`config.mk`:
```
export PLATFORM = sky130hd
export DESIGN_NAME = vsl_isqrt_pipe
export DESIGN_NICKNAME = d
export VERILOG_FILES = /design/src/vsl_pkg.sv /design/src/vsl_isqrt_pipe.sv
export SDC_FILE = /design/constraint.sdc
export NUM_CORES = 2
export LEC_CHECK = 0
export ABC_CLOCK_PERIOD_IN_PS = 3400
export BUFFER_PORTS_ARGS = -buffer_cell sky130_fd_sc_hd__buf_2
export CAP_MARGIN = 15
export CORE_UTILIZATION = 55
export CTS_CLUSTER_SIZE = 16
export DETAILED_ROUTE_END_ITERATION = 6
export PLACE_DENSITY = 0.74
export SLEW_MARGIN = 20
export SYNTH_ARGS = -nofsm -noshare
export SYNTH_HDL_FRONTEND = slang
export SYNTH_MEMORY_MAX_BITS = 65536
export SYNTH_SLANG_ARGS = --single-unit
```
`constraint.sdc`:
```
create_clock -name clk -period 3.4 [get_ports clk]
set_input_delay 0.51 -clock clk [delete_from_list [all_inputs] [get_ports clk]]
set_output_delay 0.51 -clock clk [all_outputs]
set_load 0.1 [all_outputs]
```
`src/vsl_pkg.sv`:
```
package vsl_pkg;

  // Component width and fraction bits of the velocity format
  localparam int COMP_WIDTH = 32;
  localparam int FRAC_BITS  = 8;

  // Speed limit register
  localparam int MAX_SPEED_W = 31;
  localparam int SPEED_LIMIT_RESET = 1500;
  localparam logic [MAX_SPEED_W-1:0] MAX_SPEED_RESET =
    MAX_SPEED_W'(SPEED_LIMIT_RESET << FRAC_BITS);

endpackage

```
`src/vsl_isqrt_pipe.sv`:
```
module vsl_isqrt_pipe #(
  parameter int CW    = vsl_pkg::COMP_WIDTH,
  parameter int TAG_W = 1
) (
  input  logic              clk,
  input  logic              rst_n,
  input  logic              en,
  input  logic              in_valid,
  input  logic [2*CW-1:0]   in_rad,
  input  logic [TAG_W-1:0]  in_tag,
  output logic              out_valid,
  output logic [CW-1:0]     out_root,
  output logic              out_exact,
  output logic [TAG_W-1:0]  out_tag
);

  localparam int SW = 2 * CW;
  localparam int RW = CW + 2;

  // one result bit per stage, two radicand bits consumed per stage
  logic [CW-1:0]    valid_r;
  logic [SW-1:0]    rad_r  [CW];
  logic [RW-1:0]    rem_r  [CW];
  logic [CW-1:0]    root_r [CW];
  logic [TAG_W-1:0] tag_r  [CW];

  genvar i;
  generate
    for (i = 0; i < CW; i++) begin : g_stage
      logic             p_valid;
      logic [SW-1:0]    p_rad;
      logic [RW-1:0]    p_rem;
      logic [CW-1:0]    p_root;
      logic [TAG_W-1:0] p_tag;
      logic [RW-1:0]    rem_sh;
      logic [RW-1:0]    trial;
      logic             ge;

      if (i == 0) begin : g_first
        assign p_valid = in_valid;
        assign p_rad   = in_rad;
        assign p_rem   = '0;
        assign p_root  = '0;
        assign p_tag   = in_tag;
      end else begin : g_next
        assign p_valid = valid_r[i-1];
        assign p_rad   = rad_r[i-1];
        assign p_rem   = rem_r[i-1];
        assign p_root  = root_r[i-1];
        assign p_tag   = tag_r[i-1];
      end

      always_comb begin
        rem_sh = {p_rem[RW-3:0], p_rad[SW-1 -: 2]};
        trial  = {p_root, 2'b01};
        ge     = (rem_sh >= trial);
      end

      always_ff @(posedge clk) begin
        if (!rst_n) begin
          valid_r[i] <= 1'b0;
        end else if (en) begin
          valid_r[i] <= p_valid;
        end
      end

      always_ff @(posedge clk) begin
        if (en) begin
          rad_r[i]  <= p_rad << 2;
          rem_r[i]  <= ge ? (rem_sh - trial) : rem_sh;
          root_r[i] <= {p_root[CW-2:0], ge};
          tag_r[i]  <= p_tag;
        end
      end
    end
  endgenerate

  assign out_valid = valid_r[CW-1];
  assign out_root  = root_r[CW-1];
  assign out_exact = (rem_r[CW-1] == '0);
  assign out_tag   = tag_r[CW-1];

endmodule

```
# Word level (Yosys, flattened, before mapping)
# Memory sizes are Yosys's and may differ from the RTL's.
# Cells that the tools add are included.
# Widths: inputs -> output; s select.
# classes
add_sub_neg,32
order_cmp,32
n_mux,34
n_reduce_logical,1
# ops
cell,n
$mux 34,32
$ge 34x34->1,31
$sub 34x34->34,31
$logic_not 34->1,1
$sub 2x1->3 const B,1
$ge 2x1->1 const B,1
$mux 1,2
# word_totals
mem_count,4
output_inout_bits,35
mem_bits_rw,4128
register_bits,32
wordCells,135
in_bits,69
# mem_list
name,depth,width,read_ports,rd_ports_with_merged_regs,wr,line,source
rad_r,32,62,31,0,32,vsl_isqrt_pipe.sv:22,logic [SW-1:0] rad_r [CW];
rem_r,32,34,32,0,32,vsl_isqrt_pipe.sv:23,logic [RW-1:0] rem_r [CW];
root_r,32,32,32,0,32,vsl_isqrt_pipe.sv:24,logic [CW-1:0] root_r [CW];
tag_r,32,1,32,0,32,vsl_isqrt_pipe.sv:25,logic [TAG_W-1:0] tag_r [CW];

# Logic depth before layout (Yosys ltp)
# An unclocked memory read counts as a cell.
# depth
depth_word,3
depth_mapped,15
ltp_nobuf,13

# Worst setup path after synthesis
# No wires, ideal clock.
# synth_path
kind,reg-to-output
from,mem rem_r[31][9] in the netlist's numbering
to,out out_exact
path_stages_with_launch,3
arrival_ns,3.714
required_ns,2.890
path_slack_ns,-0.824
path_buffers,0
path_cell_list,edfxtp_1 > or4_1 > nor4_1
# synth_lines
element,line,source
"start, declared",vsl_isqrt_pipe.sv:23,
"end, declared",vsl_isqrt_pipe.sv:13,"output logic out_exact,"

==> flow_metrics.env <==
export IMPL_ys_ff_latch=2563
export IMPL_gp_congestion=0.9303
export IMPL_track_usage_pct=23.12
export IMPL_fp_dieW_um=466.6
export IMPL_synth_edff_count=2531
export IMPL_regArea_um2=76640
export IMPL_multi_input_area_um2=39870
export IMPL_cts_tree="done"
export IMPL_port_buffers=103
export IMPL_clock_root_buffer="clkbuf_16"
export IMPL_max_stage_delay_ns=0.41
export IMPL_leakage_nw=54.33
export IMPL_crit_family="simple AND/OR/NAND/NOR gates"
export IMPL_layout_drive_gt1_share_pct=14.39
export IMPL_setup_viol=11
export IMPL_synth_area_per_cell_um2=12.89
export IMPL_r2r_end="rem_r[7][12]"
export IMPL_fin_skew_ns=0.06093
export IMPL_clkLatencyLatePin_ns=0.93
export IMPL_grt_max_degree=123
export IMPL_startpoint_type="register"
export IMPL_violations="DRC, setup timing"
export IMPL_slew_viol_final=0
export IMPL_gr_usage_met1_pct=30.67
export IMPL_synthToLayoutAreaGrowth_pct=16.92
export IMPL_drt_wirelength_per_cell_um=19.49
export IMPL_grt_pass1_wl_mm=398.0
export IMPL_worstPathArrival_ns=4.06
export IMPL_initial_utilization_pct=55.32
export IMPL_syn_cell_area_um2=118700
export IMPL_ys_warn_count=0
export IMPL_regToRegStartpoint="rem_r[6][24]"
export IMPL_hold_path_class="input port to register"
export IMPL_die_area_um2=217700
export IMPL_grt_busiest_layer="met2"
export IMPL_ant_nets=0
export IMPL_dp_cells=12560
export IMPL_worst_pin_slew_ns=0.7180
export IMPL_fin_setup_tns_ns=-0.1456
export IMPL_clock_path_buffers=4
export IMPL_powerDensity_nw_per_um2=692.7
export IMPL_io_pins=104
export IMPL_wirelength_mm=256.8
export IMPL_nets=10770
export IMPL_antenna_found_initial=2
export IMPL_ir_worst_vdd_mv=0.5891
export IMPL_grtUsageMet2_pct=39.11
export IMPL_slowest_stage="or4_1"
export IMPL_synth_fp_nets=9842
export IMPL_drt_iter0_drc=5803
export IMPL_fin_crit_sh_pct=100.7
export IMPL_pre_cts_ws_ns=-0.2809
export IMPL_fin_cells=13180
export IMPL_worst_slack_ns=-0.02242
export IMPL_synthFlopType="edfxtp_1"
export IMPL_grt_pass1_vias=73010
export IMPL_hpwl_mm=181.9
export IMPL_synth_distinct_cells=96
export IMPL_fin_crit_ns=3.422
export IMPL_async_flop_share_pct=0
export IMPL_clkTransAtPathRegs_ns=0.06
export IMPL_cts_buffers=284
export IMPL_rows=170
export IMPL_synth_yosys_seq_area_share_pct=64.55
export IMPL_clock_sinks=2563
export IMPL_ff2ff_setup_slack_ns=-0.02
export IMPL_hold_depth=2
export IMPL_core_um2=214600
export IMPL_slew_headroom_pct=52.13
export IMPL_status="complete, but fails checks"
export IMPL_critPathBufInv=1
export IMPL_critPathRequiredTime_ns=4.04
export IMPL_drc_errors=1
export IMPL_end_kind="register"
export IMPL_reg2reg_depth=10
export IMPL_min_to="g_stage[30].p_valid"
export IMPL_hold_viol_final=0
export IMPL_detail_route_vias_per_cell=5.631
export IMPL_rsz0062_at_grt="yes"
export IMPL_cpMostUsedCell="or3_4"
export IMPL_cp_cell_sequence="or3_4 -> or3_4 -> or2_1 -> or4_1 -> or3_4 -> or3_4 -> nor2_4 -> buf_6 -> nor3_1 -> xor2_1"
export IMPL_postSynthCellCount=9210
export IMPL_use_met3_pct=3.208
export IMPL_htreeDepth=5
export IMPL_critPathMaxFanout=7
export IMPL_die_h_um=466.6
export IMPL_overflow=0
export IMPL_crit_type="register to register"
export IMPL_min_from="rst_n"
export IMPL_fillers=15530
export IMPL_fin_total_pwr_w=0.09616
export IMPL_final_util_pct=64.68
export IMPL_timing_fmax_mhz=292.2
export IMPL_maxCapViolations=0
export IMPL_num_vias=74200
export IMPL_firstDrtPassIters=7
sequential cells by signal, summed over array words and instances (netlist names):
name,count
rad_r,992
rem_r,979
root_r,528
tag_r,32
g_stage.p_valid,31
out_valid,1
cell families (layout without fill, tap and decap cells):
group                    after synthesis  after routing  share of synthesized area [%]
AO/OA/AOI/OAI                       1928           1929                          10.03
XOR/XNOR                             813            813                          5.997
adder cells (fa/ha/maj)              563            563                          5.933
buffers and inverters                904           2030                          2.888
flip-flops                          2563           2563                          64.55
multiplexers                         100            100                         0.9020
other                                  1              3                       0.003158
AND/OR/NAND/NOR                     2338           2338                          9.699
synthesized netlist by cell type (all sizes together), types with 47 or more instances:
cell    instances  share of area (%)
xor2          416                3.1
nor2b         108               0.57
nor2          527                1.7
clkbuf        152               0.48
and3           62               0.33
or3            84               0.45
o21ai         537                2.3
inv           718                2.3
o21bai         59               0.37
xnor2         397                2.9
nor4          108               0.57
a21o          263                1.7
mux2           56               0.53
ha            563                5.9
nor3          192               0.82
nand2         671                2.1
nand3         148               0.62
o31ai          60               0.38
nand4         101               0.54
edfxtp       2531                 64
a21oi         584                2.5
o21a          115               0.73
nand2b        118               0.62
a31oi          47               0.25
layout by cell type, fill, tap and decap left out, types with 105 or more instances in the layout:
master	count
xnor2_1	396
nor2_1	521
nand2_1	663
clkbuf_16	292
ha_1	558
a21o_1	263
a21oi_1	554
nor2b_1	105
nand3_1	145
nand2b_1	118
o21a_1	114
o21ai_0	488
buf_4	565
edfxtp_1	2531
inv_1	710
nor3_1	170
xor2_1	415
through the flow:
stage	instance area, µm²	hold WS (ns)
5_1_grt	138800	0.06676
4_1_cts	137400	0.02587
3_3_place_gp	127300	0.4008
2_1_floorplan	118800	0.4003
6_report	138800	0.07698
3_5_place_dp	127300	0.4045
layout make-up:
type	instances	share of cell area, %
diodes	2	0.003605
clock buffers	328	5.322
well taps	2838	2.558
multi-input cells	5744	28.72
inverters	723	1.959
clock inverters	160	1.147
flip-flops and latches	2563	55.21
repair buffers	819	5.078
power breakdown:
| part | switching (W) | internal [W] |
|---|---|---|
| Sequential | 0.00279 | 0.0402 |
| Clock | 0.0120 | 0.0178 |
| Combinational | 0.0128 | 0.0104 |
| Total | 0.0277 | 0.0685 |
routing by layer:
layer,share of wire [%],wire length (µm),vias to the layer above
met2,49,124900,1928
li1,-,-,35840
met4,3.4,8824,2
met1,43,110700,35910
met3,4.8,12310,518
met5,0.0051,13,-
timing repair:
action / in CTS / in global routing
hold endpoints to repair: 72 / 0
pin swaps: 14 / 55
buffers inserted: 15 / 40
hold buffers: 68 / 0
cloned: 3 / 3
resized for setup: 59 / 245
setup endpoints to repair: 209 / 468
worst max path at each step:
stage | from | end | cells after the start
3_5_place_dp | root_r[6][64] | rem_r[27][1] | 14
5_1_grt | root_r[2][96] | rem_r[12][21] | 14
2_1_floorplan | rem_r[25][0] | rem_r[26][4] | 11
6_report | rem_r[6][24] | rem_r[7][12] | 10
3_3_place_gp | root_r[6][64] | rem_r[27][1] | 14
4_1_cts | rem_r[29][0] | rem_r[30][22] | 12
No activity file was read; power rests on OpenSTA's default activity.
